### config.mk
export PLATFORM = sky130hd
export DESIGN_NAME = skm_mod
export DESIGN_NICKNAME = d
export VERILOG_FILES = /design/src/skm_pkg.sv /design/src/skm_mod.sv
export SDC_FILE = /design/constraint.sdc
export NUM_CORES = 1
export LEC_CHECK = 0
export BUFFER_PORTS_ARGS = -buffer_cell sky130_fd_sc_hd__buf_4
export CAP_MARGIN = 30
export CELL_PAD_IN_SITES_DETAIL_PLACEMENT = 1
export CELL_PAD_IN_SITES_GLOBAL_PLACEMENT = 2
export CORE_ASPECT_RATIO = 0.7
export CORE_MARGIN = 2
export CORE_UTILIZATION = 33
export DETAILED_ROUTE_END_ITERATION = 8
export GPL_TIMING_DRIVEN = 0
export PLACE_DENSITY = 0.72
export RECOVER_POWER = 50
export SLEW_MARGIN = 0
export SYNTH_ARGS = -nofsm -noshare
export SYNTH_HDL_FRONTEND = slang
export SYNTH_SLANG_ARGS = --single-unit
### constraint.sdc
create_clock -name clk -period 2.4 [get_ports clk]
set_clock_uncertainty 0.15 [all_clocks]
set_input_delay 0.72 -clock clk [delete_from_list [all_inputs] [get_ports clk]]
set_output_delay 0.72 -clock clk [all_outputs]
set_load 0.005 [all_outputs]
### src/skm_pkg.sv
package skm_pkg;

  localparam int KEY_W     = 32;
  localparam int PAY_W     = 12;
  localparam int COORD_W   = 3;
  localparam int RND_W     = 32;
  localparam int CNT_OUT_W = 10;
  localparam int DIV_STEPS = RND_W;

  typedef enum logic {
    ACT_INSERT = 1'b0,
    ACT_LOOKUP = 1'b1
  } action_t;

  typedef enum logic [2:0] {
    ST_INSERTED  = 3'd0,
    ST_DUPLICATE = 3'd1,
    ST_FULL      = 3'd2,
    ST_HIT       = 3'd3,
    ST_MISS      = 3'd4
  } status_t;

  typedef enum logic [2:0] {
    S_IDLE,
    S_LAUNCH,
    S_WAVE,
    S_MOD,
    S_RESULT
  } state_t;

  // broadcast to every cell
  typedef struct packed {
    logic             ins;
    logic             pick;
    logic [KEY_W-1:0] key;
    logic [PAY_W-1:0] pay;
  } skm_ctl_t;

  // token that walks the chain
  typedef struct packed {
    logic             live;
    logic             hit;
    logic [PAY_W-1:0] pay;
  } skm_wave_t;

endpackage

### src/skm_mod.sv
module skm_mod import skm_pkg::*; #(
  parameter int CW = 10
) (
  input  logic             clk,
  input  logic             rst,
  input  logic             start,
  input  logic [RND_W-1:0] dividend,
  input  logic [CW-1:0]    divisor,
  output logic             done,
  output logic [CW-1:0]    rem
);

  localparam int SW = $clog2(DIV_STEPS);

  logic             busy;
  logic [SW-1:0]    step;
  logic [RND_W-1:0] dvd;
  logic [CW-1:0]    dsr;
  logic [CW:0]      rem_sh;

  assign rem_sh = {rem, dvd[RND_W-1]};

  always_ff @(posedge clk) begin
    if (rst) begin
      busy <= 1'b0;
      done <= 1'b0;
    end else begin
      done <= busy && (step == SW'(DIV_STEPS - 1));
      if (start) begin
        busy <= 1'b1;
      end else if (busy && (step == SW'(DIV_STEPS - 1))) begin
        busy <= 1'b0;
      end
    end
  end

  // restoring remainder, one dividend bit per cycle
  always_ff @(posedge clk) begin
    if (start) begin
      step <= '0;
      rem  <= '0;
      dvd  <= dividend;
      dsr  <= divisor;
    end else if (busy) begin
      step <= SW'(step + 1'b1);
      dvd  <= {dvd[RND_W-2:0], 1'b0};
      if (rem_sh >= {1'b0, dsr}) begin
        rem <= CW'(rem_sh - {1'b0, dsr});
      end else begin
        rem <= rem_sh[CW-1:0];
      end
    end
  end

endmodule

==> results_dict.tcl <==
set metrics [dict create \
    nNetsFinal 367 \
    crit_arrival_ns 2.49 \
    path_class "reg2reg" \
    ys_seq_area_share_pct 55.8 \
    drcViolationCount 0 \
    finalCritPeriodShare_pct 100 \
    drt_iter0_markers 72 \
    failed_checks "setup timing" \
    drive_above_1_share_pct 50.0 \
    slew_violations 0 \
    hold_violations 0 \
    path_clk_slew_ns 0.06 \
    root_buffer "clkbuf_16" \
    synthCells 224 \
    final-setup-viol-count 1 \
    gp_congestion 0.770 \
    cts_tree "yes" \
    die_w_um 115 \
    power.density_nw_per_um2 755 \
    worst_setup_path_start_kind "flop" \
    final_cell_count_no_fill 434 \
    crit_path_end_kind "flop" \
    power_leakage_nw 1.61 \
    ir_drop_mv 0.411 \
    hold_path.class "reg2reg" \
    cts_buffer_depth 2 \
    stdcell_area_sq_um 4090 \
    max_freq_ghz 0.416 \
    wl_per_cell_um 16.6 \
    dieArea_sq_um 9480 \
    ys_ff_latch 59 \
    rsz0062_at_grt "yes" \
    ys_warn_count 0 \
    synth-edff-count 42 \
    vias 2060 \
    cts_buffers 9 \
    yosys-top-cells-area "edfxtp_1, mux2_2, dfxtp_1" \
    relSlewSlack_pct 57.5 \
    num_antenna_cells 0 \
    start_util_pct 34.0 \
    place_area_sq_um 3460 \
    synth_async_sr_flop_share_pct 0 \
    grt_overflow 0 \
    grt_use_total_pct 15.9 \
    insertion_delay_ns 0.32 \
    chipHeight_um 82.0 \
    cts_hold_buf 0 \
    synth.net_count 282 \
    syn_area_sq_um 2870 \
    dr.pass1.iters 4 \
    status "finished, violations left" \
    ys.flop_type "edfxtp_1" \
    portBuffers 55 \
    grt_pass1_vias 2137 \
    finalCriticalPeriod_ns 2.40 \
    cp_max_fo 5 \
    ys_types 41 \
    dp_hpwl_um 4830 \
    tightestPinTransition_ns 0.638 \
    antenna_found_initial 0 \
    core_area_sq_um 8440 \
    wirelength_um 7190 \
    avgSynthCellArea_sq_um 12.8 \
    via_per_inst 4.75 \
    syn_to_final_growth_pct 42.4 \
    worstPathRequired_ns 2.49 \
    htreeDepth 3 \
    grt_max_degree 22 \
    yosys.area.top_type "edfxtp_1" \
    num_rows 28 \
    synth_top_area_share_pct 43.9 \
    drv_cap 0 \
    post-place-cells 400 \
    finalWorstSetupSlack_ns -0.000991 \
    grt_pass1_wl_um 11100 \
    cts.sinks 59 \
    pin_count 56 \
    fin_setup_tns_ns -0.000991 \
    n_fill_cell 894 \
    drt.antenna.violating_nets 0 \
]
==> cell families (layout without fill, tap and decap cells) <==
| group | Yosys count | count (layout) | share of synthesized area [%] |
|---|---|---|---|
| compound gates | 30 | 30 | 8.67 |
| flops | 59 | 59 | 55.8 |
| simple gates | 49 | 49 | 8.28 |
| buf+inv | 25 | 115 | 3.57 |
| fa+ha+maj | 13 | 13 | 5.93 |
| xor+xnor | 8 | 8 | 2.44 |
| mux | 40 | 40 | 15.3 |
==> cells in the mapped netlist, drive strengths merged (2+ instances only) <==
| master | instances |
|---|---|
| buf | 5 |
| o41ai | 2 |
| xor2 | 5 |
| nand2 | 10 |
| clkbuf | 4 |
| nor3 | 5 |
| nand4 | 3 |
| nand2b | 5 |
| inv | 16 |
| mux2i | 8 |
| xnor2 | 3 |
| o21ai | 6 |
| a21o | 2 |
| a21oi | 8 |
| a211oi | 5 |
| ha | 12 |
| edfxtp | 42 |
| nor2 | 17 |
| dfxtp | 17 |
| and2 | 2 |
| mux2 | 32 |
==> worst paths after layout <==
check	from	to	slack [ns]	cells past startpoint
setup / recovery	dsr[6]$_DFFE_PP_	rem[7]$_SDFFE_PP0P_	-0.001	8
hold / removal	rem[9]$_SDFFE_PP0P_	rem[9]$_SDFFE_PP0P_	0.36	2
setup reg to reg	dsr[6]$_DFFE_PP_	rem[7]$_SDFFE_PP0P_	-0.001	8
hold reg to reg	rem[9]$_SDFFE_PP0P_	rem[9]$_SDFFE_PP0P_	0.36	2
==> per-layer routing <==
metal / global-route usage [%] / wire length, um
met5: 0 / 0
met4: 4.70 / 53
met3: 5.68 / 344
met2: 24.3 / 3410
met1: 21.3 / 3380
==> repair_timing <==
| item | 4_1_cts | 5_1_grt |
|---|---|---|
| setup endpoints to repair | 31 | 40 |
| cloned | 0 | 1 |
| pin swaps | 3 | 11 |
| gates resized for setup | 12 | 36 |
| setup buffers | 1 | 16 |
==> where the power goes <==
group          switching (mW)  internal (mW)
Clock                   0.484          0.810
Sequential             0.0464           1.20
Combinational           0.254          0.295
==> layout make-up <==
| class | instances | area, sq um | share of cell area [%] |
|---|---|---|---|
| Buffer | 9 | 51.3 | 1.25 |
| Clock buffer | 9 | 225 | 5.51 |
| Clock inverter | 7 | 75.1 | 1.84 |
| Inverter | 16 | 63.8 | 1.56 |
| Multi-Input combinational cell | 140 | 1340 | 32.9 |
| Sequential cell | 59 | 1600 | 39.2 |
| Tap cell | 120 | 150 | 3.67 |
| Timing Repair Buffer | 74 | 576 | 14.1 |
==> worst max-delay path: stages (launching register included) <==
cell and delay (ns):
edfxtp_1 0.41, inv_2 0.13, ha_4 0.23, a21o_4 0.24, o41ai_4 0.30, a41oi_4 0.22, buf_6 0.19, or2_1 0.21
a311oi_2 0.23
==> state kept, by name, indices dropped and copies added (netlist names) <==
register and count:
done 1, busy 1, step 5, rem 10, dvd 32, dsr 10
==> layout by cell type, fill, tap and decap left out, drive strengths merged, types with 6 or more instances in the layout <==
master	n
dfxtp	17
a21oi	8
nand2	10
clkbuf	32
ha	12
mux2	32
o21ai	6
inv	18
nor2	17
mux2i	8
edfxtp	42
buf	60
==> stage by stage <==
| stage | hold slack, ns | util (%) | setup WS (ns) | power [mW] |
|---|---|---|---|---|
| floorplan | 0.317 | - | 0.0873 | 1.51 |
| global placement | 0.334 | 40.7 | -0.702 | 1.66 |
| detailed placement | 0.345 | 41.0 | -0.391 | 1.68 |
| CTS | 0.361 | 45.2 | -0.0542 | 3.00 |
| global route | 0.390 | 48.4 | -0.0825 | 3.21 |
| finish | 0.361 | 48.4 | -0.000991 | 3.09 |
No activity file was read; power rests on OpenSTA's default activity.
