==> src/skm_pkg.sv <==
package skm_pkg;

  localparam int KEY_W     = 32;
  localparam int PAY_W     = 12;
  localparam int COORD_W   = 3;
  localparam int RND_W     = 32;
  localparam int CNT_OUT_W = 10;
  localparam int DIV_STEPS = RND_W;

  typedef enum logic {
    ACT_INSERT = 1'b0,
    ACT_LOOKUP = 1'b1
  } action_t;

  typedef enum logic [2:0] {
    ST_INSERTED  = 3'd0,
    ST_DUPLICATE = 3'd1,
    ST_FULL      = 3'd2,
    ST_HIT       = 3'd3,
    ST_MISS      = 3'd4
  } status_t;

  typedef enum logic [2:0] {
    S_IDLE,
    S_LAUNCH,
    S_WAVE,
    S_MOD,
    S_RESULT
  } state_t;

  // broadcast to every cell
  typedef struct packed {
    logic             ins;
    logic             pick;
    logic [KEY_W-1:0] key;
    logic [PAY_W-1:0] pay;
  } skm_ctl_t;

  // token that walks the chain
  typedef struct packed {
    logic             live;
    logic             hit;
    logic [PAY_W-1:0] pay;
  } skm_wave_t;

endpackage

==> src/skm_cell.sv <==
module skm_cell import skm_pkg::*; #(
  parameter int CW = 10
) (
  input  logic             clk,
  input  logic             rst,
  input  skm_ctl_t         ctl,
  input  logic             occ,
  input  logic             left_le,
  input  logic [KEY_W-1:0] left_key,
  input  logic [PAY_W-1:0] left_pay,
  output logic             le,
  output logic [KEY_W-1:0] key,
  output logic [PAY_W-1:0] pay,
  input  skm_wave_t        wave_in,
  input  logic [CW-1:0]    cnt_in,
  output skm_wave_t        wave_out,
  output logic [CW-1:0]    cnt_out
);

  logic      eq;
  skm_wave_t wave_next;
  logic [CW-1:0] cnt_next;

  assign eq = occ && (key == ctl.key);
  assign le = occ && (key <= ctl.key);

  always_comb begin
    wave_next = wave_in;
    cnt_next  = cnt_in;
    if (eq) begin
      if (ctl.pick) begin
        if (!wave_in.hit) begin
          if (cnt_in == '0) begin
            wave_next.hit = 1'b1;
            wave_next.pay = pay;
          end else begin
            cnt_next = CW'(cnt_in - 1'b1);
          end
        end
      end else begin
        cnt_next = CW'(cnt_in + 1'b1);
        if (pay == ctl.pay) begin
          wave_next.hit = 1'b1;
        end
      end
    end
  end

  // stable insert: entries above the new key move one cell right
  always_ff @(posedge clk) begin
    if (ctl.ins && !le) begin
      if (left_le) begin
        key <= ctl.key;
        pay <= ctl.pay;
      end else begin
        key <= left_key;
        pay <= left_pay;
      end
    end
  end

  always_ff @(posedge clk) begin
    cnt_out <= cnt_next;
    if (rst) begin
      wave_out <= '0;
    end else begin
      wave_out <= wave_next;
    end
  end

endmodule

==> config.mk <==
export PLATFORM = sky130hd
export DESIGN_NAME = skm_cell
export DESIGN_NICKNAME = d
export VERILOG_FILES = /design/src/skm_pkg.sv /design/src/skm_cell.sv
export SDC_FILE = /design/constraint.sdc
export NUM_CORES = 1
export LEC_CHECK = 0
export BUFFER_PORTS_ARGS = -buffer_cell sky130_fd_sc_hd__buf_2
export CAP_MARGIN = 10
export CORE_MARGIN = 1
export CORE_UTILIZATION = 47
export CTS_CLUSTER_DIAMETER = 50
export CTS_CLUSTER_SIZE = 14
export DETAILED_ROUTE_END_ITERATION = 16
export PLACE_DENSITY = 0.84
export SLEW_MARGIN = 0
export SYNTH_ARGS = -nofsm -noshare
export SYNTH_HDL_FRONTEND = slang
export SYNTH_SLANG_ARGS = --single-unit
==> constraint.sdc <==
create_clock -name clk -period 3.6 [get_ports clk]
set_input_delay 0.36 -clock clk [delete_from_list [all_inputs] [get_ports clk]]
set_output_delay 0.36 -clock clk [all_outputs]
set_load 0.005 [all_outputs]
==> flow_metrics.py, run 1 <==
metrics = {
    "status": {
        "status": "finished, final reports clean",
    },
    "global_routing": {
        "grt_usage_pct": 22.2,
        "grt_max_degree": 45,
        "grt_pass1_vias": 3280,
        "grt_pass1_wl_mm": 14.8,
        "antenna_found_initial": 0,
        "grt_overflow_total": 0,
    },
    "cts": {
        "post-cts-setup-buffers": 0,
        "cts-root-buf": "clkbuf_8",
        "ctsResizeCount": 0,
        "h-tree-depth": 3,
        "insertion_delay_ns": 0.34,
        "cts_buffers": 9,
        "path_clk_slew_ns": 0.08,
        "cts_hold_buf": 0,
        "cts_tree": "yes",
        "clk_path_buf_depth": 2,
        "clock-sinks": 68,
    },
    "hold_path": {
        "worstHoldPathCells": 2,
        "hold_class": "input pin to flip-flop",
        "holdPathEnd": "wave_out[13]$_SDFF_PP0_",
        "min_from": "wave_in[13]",
    },
    "synth": {
        "avgSynthCellArea_sq_um": 11.1,
        "ys_seq_area_share_pct": 46.4,
        "ys_top_cells_by_area": "edfxtp_1 (34%), mux2_2 (13%), dfxtp_1 (12%)",
        "yosys_warnings": 0,
        "synth.distinct_cells": 39,
        "synth_area_sq_mm": 0.00389,
        "synth_fp_nets": 503,
        "netlist_instances": 351,
        "synthTopCellsByCount": "mux2_2 (46), edfxtp_1 (44), inv_1 (35)",
        "async_flop_share_pct": 0,
        "yosysTopAreaCellShare_pct": 34.0,
        "synth_ff_type": "edfxtp_1",
        "synth_most_common_cell": "mux2_2",
        "synth_edf_count": 44,
        "ys_seq_elements": 68,
        "synth_top_area_cell": "edfxtp_1",
    },
    "critical_path": {
        "reg2reg_to": "key[1]$_DFFE_PP_",
        "arrival_ns": 2.59,
        "reg2reg_slack_ns": 0.68,
        "worstSetupStartpoint": "key[30]$_DFFE_PP_",
        "crit_type": "flip-flop to output pin",
        "r2r_start": "key[30]$_DFFE_PP_",
        "end_kind": "output pin",
        "setup.worst_path.start_class": "flip-flop",
        "rr_worst_depth": 7,
        "critPathRequiredTime_ns": 3.24,
        "crit_path_max_fanout": 8,
    },
    "final_layout": {
        "post-route-util_pct": 65.9,
        "fin_nets": 692,
        "num_antenna_cells": 0,
        "layout-drive-gt1-share_pct": 46.2,
        "syn_to_final_growth_pct": 33.1,
    },
    "detailed_routing": {
        "drt_iter0_drc": 43,
        "ant_nets": 0,
        "drc": 0,
        "vias": 3333,
        "viasPerCell": 5.15,
        "finalWirelength_mm": 9.66,
        "wl_per_cell_um": 14.9,
        "dr.pass1.iters": 4,
    },
    "power": {
        "ir_worst_vdd_v": 0.000182,
        "cellPowerDensity_mw_per_mm2": 395,
        "p_leak_nw": 2.50,
    },
    "sta": {
        "fin_worst_skew_ns": 0.0110,
        "fin_crit_sh_pct": 81.8,
        "rsz0062_at_grt": "no",
        "setup_tns_ns": 0,
        "min_period_ns": 2.95,
        "finalHoldViolCount": 0,
        "slew_headroom_pct": 28.6,
        "fmax_mhz": 339,
        "slew_viol_final": 0,
        "worst_pin_slew_ns": 1.07,
        "setup_viol": 0,
    },
    "floorplanning": {
        "ioPinCount": 187,
        "start_util_pct": 49.5,
        "core-area_sq_mm": 0.00785,
        "fp-row-count": 32,
        "fp.dieW_um": 92.9,
        "die_area_sq_mm": 0.00864,
        "die_y_um": 92.9,
    },
    "placement": {
        "dp_hpwl_mm": 7.68,
        "port_buffers": 186,
        "gp_congestion": 0.830,
    },
    "job": {
        "drv_cap": 0,
    },
}
registers in the layout, indices dropped and copies added, names as in the netlist:
| register | cells |
|---|---|
| wave_out | 14 |
| cnt_out | 10 |
| pay | 12 |
| key | 32 |
routing by layer:
metal  vias up  track usage, %  part of all wire [%]
met1      1537            24.6                    41
met5         -               0                     0
met4         0            7.56                   1.1
met2       143            41.1                    51
li1       1641               -                     -
met3        12            5.50                   7.1
cell type report:
class | instances | area [sq um]
Clock inverter | 3 | 47.5
Tap cell | 102 | 128
Fill cell | 654 | 2670
Clock buffer | 13 | 203
Sequential cell | 68 | 1800
Timing Repair Buffer | 187 | 951
Multi-Input combinational cell | 239 | 1910
Inverter | 35 | 131
how the worst max path moves through the flow:
stage	endpoint
4_1_cts	le
5_1_grt	le
3_5_place_dp	pay[0]$_DFFE_PP_
3_3_place_gp	pay[0]$_DFFE_PP_
2_1_floorplan	key[0]$_DFFE_PP_
6_report	le
critical path, stage by stage, from the launching register on:
cell and delay [ns]:
edfxtp_1 0.41, ha_1 0.34, nand4_2 0.17, nor4_1 0.49, nand3_1 0.32, and2_1 0.23, a31oi_1 0.15, buf_2 0.15
stage by stage:
step	total power, mW	hold WS (ns)	setup WS, ns	instances	cell area (sq um)
3_5_place_dp	1.30	0.552	0.550	631	4920
4_1_cts	2.06	0.234	0.578	647	5170
6_report	2.04	0.245	0.654	647	5170
3_3_place_gp	1.29	0.534	0.567	631	4920
2_1_floorplan	1.12	0.432	0.629	351	3890
5_1_grt	2.13	0.231	0.284	647	5170
cells in the final DEF, fill, tap and decap left out, types with 4 or more instances in the layout:
cell type and instances:
clkbuf_8 9, nand3_1 6, dfxtp_1 24, nor2_1 25, o21ai_0 11, a21oi_1 19, edfxtp_1 44, xor2_1 4
inv_1 35, ha_1 34, nand4_1 9, buf_2 186, nor3_1 6, mux2_2 46, mux2i_1 12, nand2_1 21
xnor2_1 16
where the power goes:
group          switching (mW)  internal [mW]
sequential             0.0283          0.896
combinational           0.175          0.186
clock                   0.309          0.450
total                   0.512           1.53
cell families (layout without fill, tap and decap cells):
family,Yosys count,in the layout,share of synthesized area (%)
compound gates,42,42,6.31
simple gates,85,85,11.0
xor+xnor,20,20,4.51
buf+inv,44,238,4.48
flops,68,68,46.4
fa+ha+maj,34,34,10.9
mux,58,58,16.4
(Power assumes the default switching activity.)
==> run 2: changes to the inputs <==
--- a/config.mk
+++ b/config.mk
@@ -5,10 +5,11 @@
 export SDC_FILE = /design/constraint.sdc
 export NUM_CORES = 1
 export LEC_CHECK = 0
+export ABC_AREA = 1
 export BUFFER_PORTS_ARGS = -buffer_cell sky130_fd_sc_hd__buf_2
 export CAP_MARGIN = 10
 export CORE_MARGIN = 1
-export CORE_UTILIZATION = 47
+export CORE_UTILIZATION = 48
 export CTS_CLUSTER_DIAMETER = 50
 export CTS_CLUSTER_SIZE = 14
 export DETAILED_ROUTE_END_ITERATION = 16
==> constraint.sdc (replaced) <==
create_clock -name clk -period 2.95 [get_ports clk]
set_input_delay 0.295 -clock clk [delete_from_list [all_inputs] [get_ports clk]]
set_output_delay 0.295 -clock clk [all_outputs]
set_load 0.005 [all_outputs]
==> run 2 against run 1 <==
Against the previous run:
- via count rose by 23%
- sequential cell count did not move
- final area rose by 6.4%
- critical path depth fell by 1
- register-to-register slack improved by 0.03 ns
- die area is 6.3% higher
- utilization fell by 0.26 points
- worst setup slack lost 0.064 ns
- clock power is 21% higher
- non-clock buffer count is 2 higher
- largest cell class unchanged
==> flow_metrics.py, run 2 <==
metrics = {
    "status": {
        "status": "finished, final reports clean",
    },
    "global_routing": {
        "grt_overflow_total": 0,
        "grt_usage_pct": 23.5,
        "grt_pass1_vias": 3909,
        "grt_max_degree": 45,
        "grt_pass1_wl_mm": 16.5,
        "antenna_found_initial": 0,
    },
    "placement": {
        "dp_hpwl_mm": 8.30,
        "port_buffers": 186,
        "dp.cells": 813,
        "gp_congestion": 0.854,
        "dpl-instance-area_sq_mm": 0.00526,
    },
    "hold_path": {
        "min_from": "rst",
        "holdPathEnd": "wave_out[13]$_SDFF_PP0_",
        "hold_class": "input pin to flip-flop",
        "worstHoldPathCells": 2,
    },
    "detailed_routing": {
        "dr.pass1.iters": 5,
        "vias": 4084,
        "finalWirelength_mm": 10.6,
        "viasPerCell": 4.93,
        "drc": 0,
        "ant_nets": 0,
        "wl_per_cell_um": 12.8,
        "drt_iter0_drc": 97,
    },
    "sta": {
        "fin_crit_sh_pct": 80.0,
        "min_period_ns": 2.36,
        "rsz0062_at_grt": "no",
        "fmax_mhz": 424,
        "slew_viol_final": 0,
        "setup_tns_ns": 0,
        "setup_viol": 0,
        "finalHoldViolCount": 0,
        "slew_headroom_pct": 46.5,
        "worst_pin_slew_ns": 0.803,
        "fin_worst_skew_ns": 0.0132,
    },
    "cts": {
        "clock-sinks": 68,
        "cts_tree": "yes",
        "cts_buffers": 9,
        "post-cts-setup-buffers": 0,
        "clk_path_buf_depth": 2,
        "ctsResizeCount": 0,
        "cts-root-buf": "clkbuf_8",
        "path_clk_slew_ns": 0.08,
        "cts_hold_buf": 0,
        "h-tree-depth": 3,
        "insertion_delay_ns": 0.35,
    },
    "critical_path": {
        "crit_type": "flip-flop to output pin",
        "end_kind": "output pin",
        "reg2reg_slack_ns": 0.71,
        "rr_worst_depth": 8,
        "setup.worst_path.start_class": "flip-flop",
        "reg2reg_to": "pay[4]$_DFFE_PP_",
        "critPathRequiredTime_ns": 2.65,
        "r2r_start": "key[23]$_DFFE_PP_",
        "arrival_ns": 2.06,
        "crit_path_max_fanout": 7,
    },
    "synth": {
        "synth_top_area_cell": "edfxtp_1",
        "synth_fp_nets": 685,
        "avgSynthCellArea_sq_um": 7.93,
        "ys_top_cells_by_area": "edfxtp_1 (31%), dfxtp_1 (11%), ha_1 (10%)",
        "yosysTopAreaCellShare_pct": 31.3,
        "synth.distinct_cells": 31,
        "synth_edf_count": 44,
        "synth_ff_type": "edfxtp_1",
        "netlist_instances": 533,
        "ys_seq_area_share_pct": 42.7,
        "synth_area_sq_mm": 0.00422,
        "async_flop_share_pct": 0,
        "ys_seq_elements": 68,
        "synth_most_common_cell": "nand2_1",
        "synthTopCellsByCount": "nand2_1 (108), nor2_1 (91), inv_1 (76)",
        "yosys_warnings": 0,
    },
    "floorplanning": {
        "die_y_um": 95.8,
        "die_area_sq_mm": 0.00918,
        "fp-row-count": 33,
        "core-area_sq_mm": 0.00838,
        "start_util_pct": 50.4,
        "fp.dieW_um": 95.8,
        "ioPinCount": 187,
    },
    "final_layout": {
        "post-route-util_pct": 65.7,
        "largest_registers": "key (32), wave_out (14), pay (12)",
        "layout-drive-gt1-share_pct": 33.1,
        "final_area_sq_mm": 0.00550,
        "fin_nets": 871,
        "largest_reg_flops": 32,
        "layout_common_cells": "buf_2 (186), nand2_1 (108), nor2_1 (90), inv_1 (76), a21oi_1 (48)",
        "num_antenna_cells": 0,
        "n_fill_cell": 752,
        "syn_to_final_growth_pct": 30.3,
        "regArea_sq_mm": 0.00180,
        "largest-register": "key",
        "multi_input_area_sq_mm": 0.00207,
        "finalNonFillerCells": 829,
        "layout_commonest_cell": "buf_2",
    },
    "power": {
        "power_mw": 2.53,
        "cellPowerDensity_mw_per_mm2": 459,
        "p_leak_nw": 2.95,
        "ir_worst_vdd_v": 0.000252,
    },
    "job": {
        "drv_cap": 0,
    },
}
## run 2: changes by cell type in the layout (fill, tap and decap cells not counted), moves of 7 or more
cell	before	now
mux2_2	46	10
nand3_1	6	22
nand2_2	0	11
nand2_1	21	108
mux2i_1	12	0
xnor2_1	16	9
nor2_1	25	90
a21oi_1	19	48
inv_1	35	76
## run 2: layer usage
| metal | share of wire, % | track usage (%) | wire, um |
|---|---|---|---|
| met3 | 5.5 | 4.42 | 581 |
| met5 | 0 | 0 | 0 |
| met4 | 2.4 | 10.9 | 254 |
| met2 | 49 | 42.8 | 5230 |
| met1 | 43 | 26.4 | 4530 |
## run 2: critical path: stages, from the launching register on
cell	delay, ns
edfxtp_1	0.41
ha_1	0.34
nand4_1	0.19
nor3_4	0.34
nand2_4	0.14
nand2_1	0.15
buf_2	0.14
## run 2: cell families after synthesis
logic type,count (synthesis),synth area share [%]
and+or+nand+nor,254,25.9
DFF,68,42.7
adders and majority gates,34,10.1
muxes,10,2.67
buffers and inverters,92,8.59
xor gates and xnor gates,12,2.49
AOI/OAI and AO/OA,63,7.64
## run 2: layout make-up
type	instances	share of cell area (%)
multi-input cells	373	37.6
well taps	105	2.39
inverters	78	5.41
flip-flops and latches	68	32.7
repair buffers	189	17.5
clock buffers	10	2.71
clock inverters	6	1.66
## run 2: worst max-delay path by stage
stage / start / end / cells after the start
global route: key[23]$_DFFE_PP_ / le / 6
detailed placement: ctl[35] / key[7]$_DFFE_PP_ / 10
floorplan: key[19]$_DFFE_PP_ / key[0]$_DFFE_PP_ / 9
finish: key[23]$_DFFE_PP_ / le / 6
global placement: ctl[33] / key[4]$_DFFE_PP_ / 10
CTS: key[23]$_DFFE_PP_ / le / 6
## run 2: per-stage QoR
stage          worst slack, ns  hold WS, ns
6_report                 0.590        0.148
5_1_grt                  0.490        0.135
4_1_cts                  0.573        0.130
3_5_place_dp             0.724        0.499
3_3_place_gp             0.831        0.491
2_1_floorplan           0.0498        0.364
## run 2: power by group
group	switching, mW	internal [mW]	leakage [nW]
registers	0.0348	1.09	0.617
logic	0.262	0.220	2.21
clock network	0.385	0.533	0.122
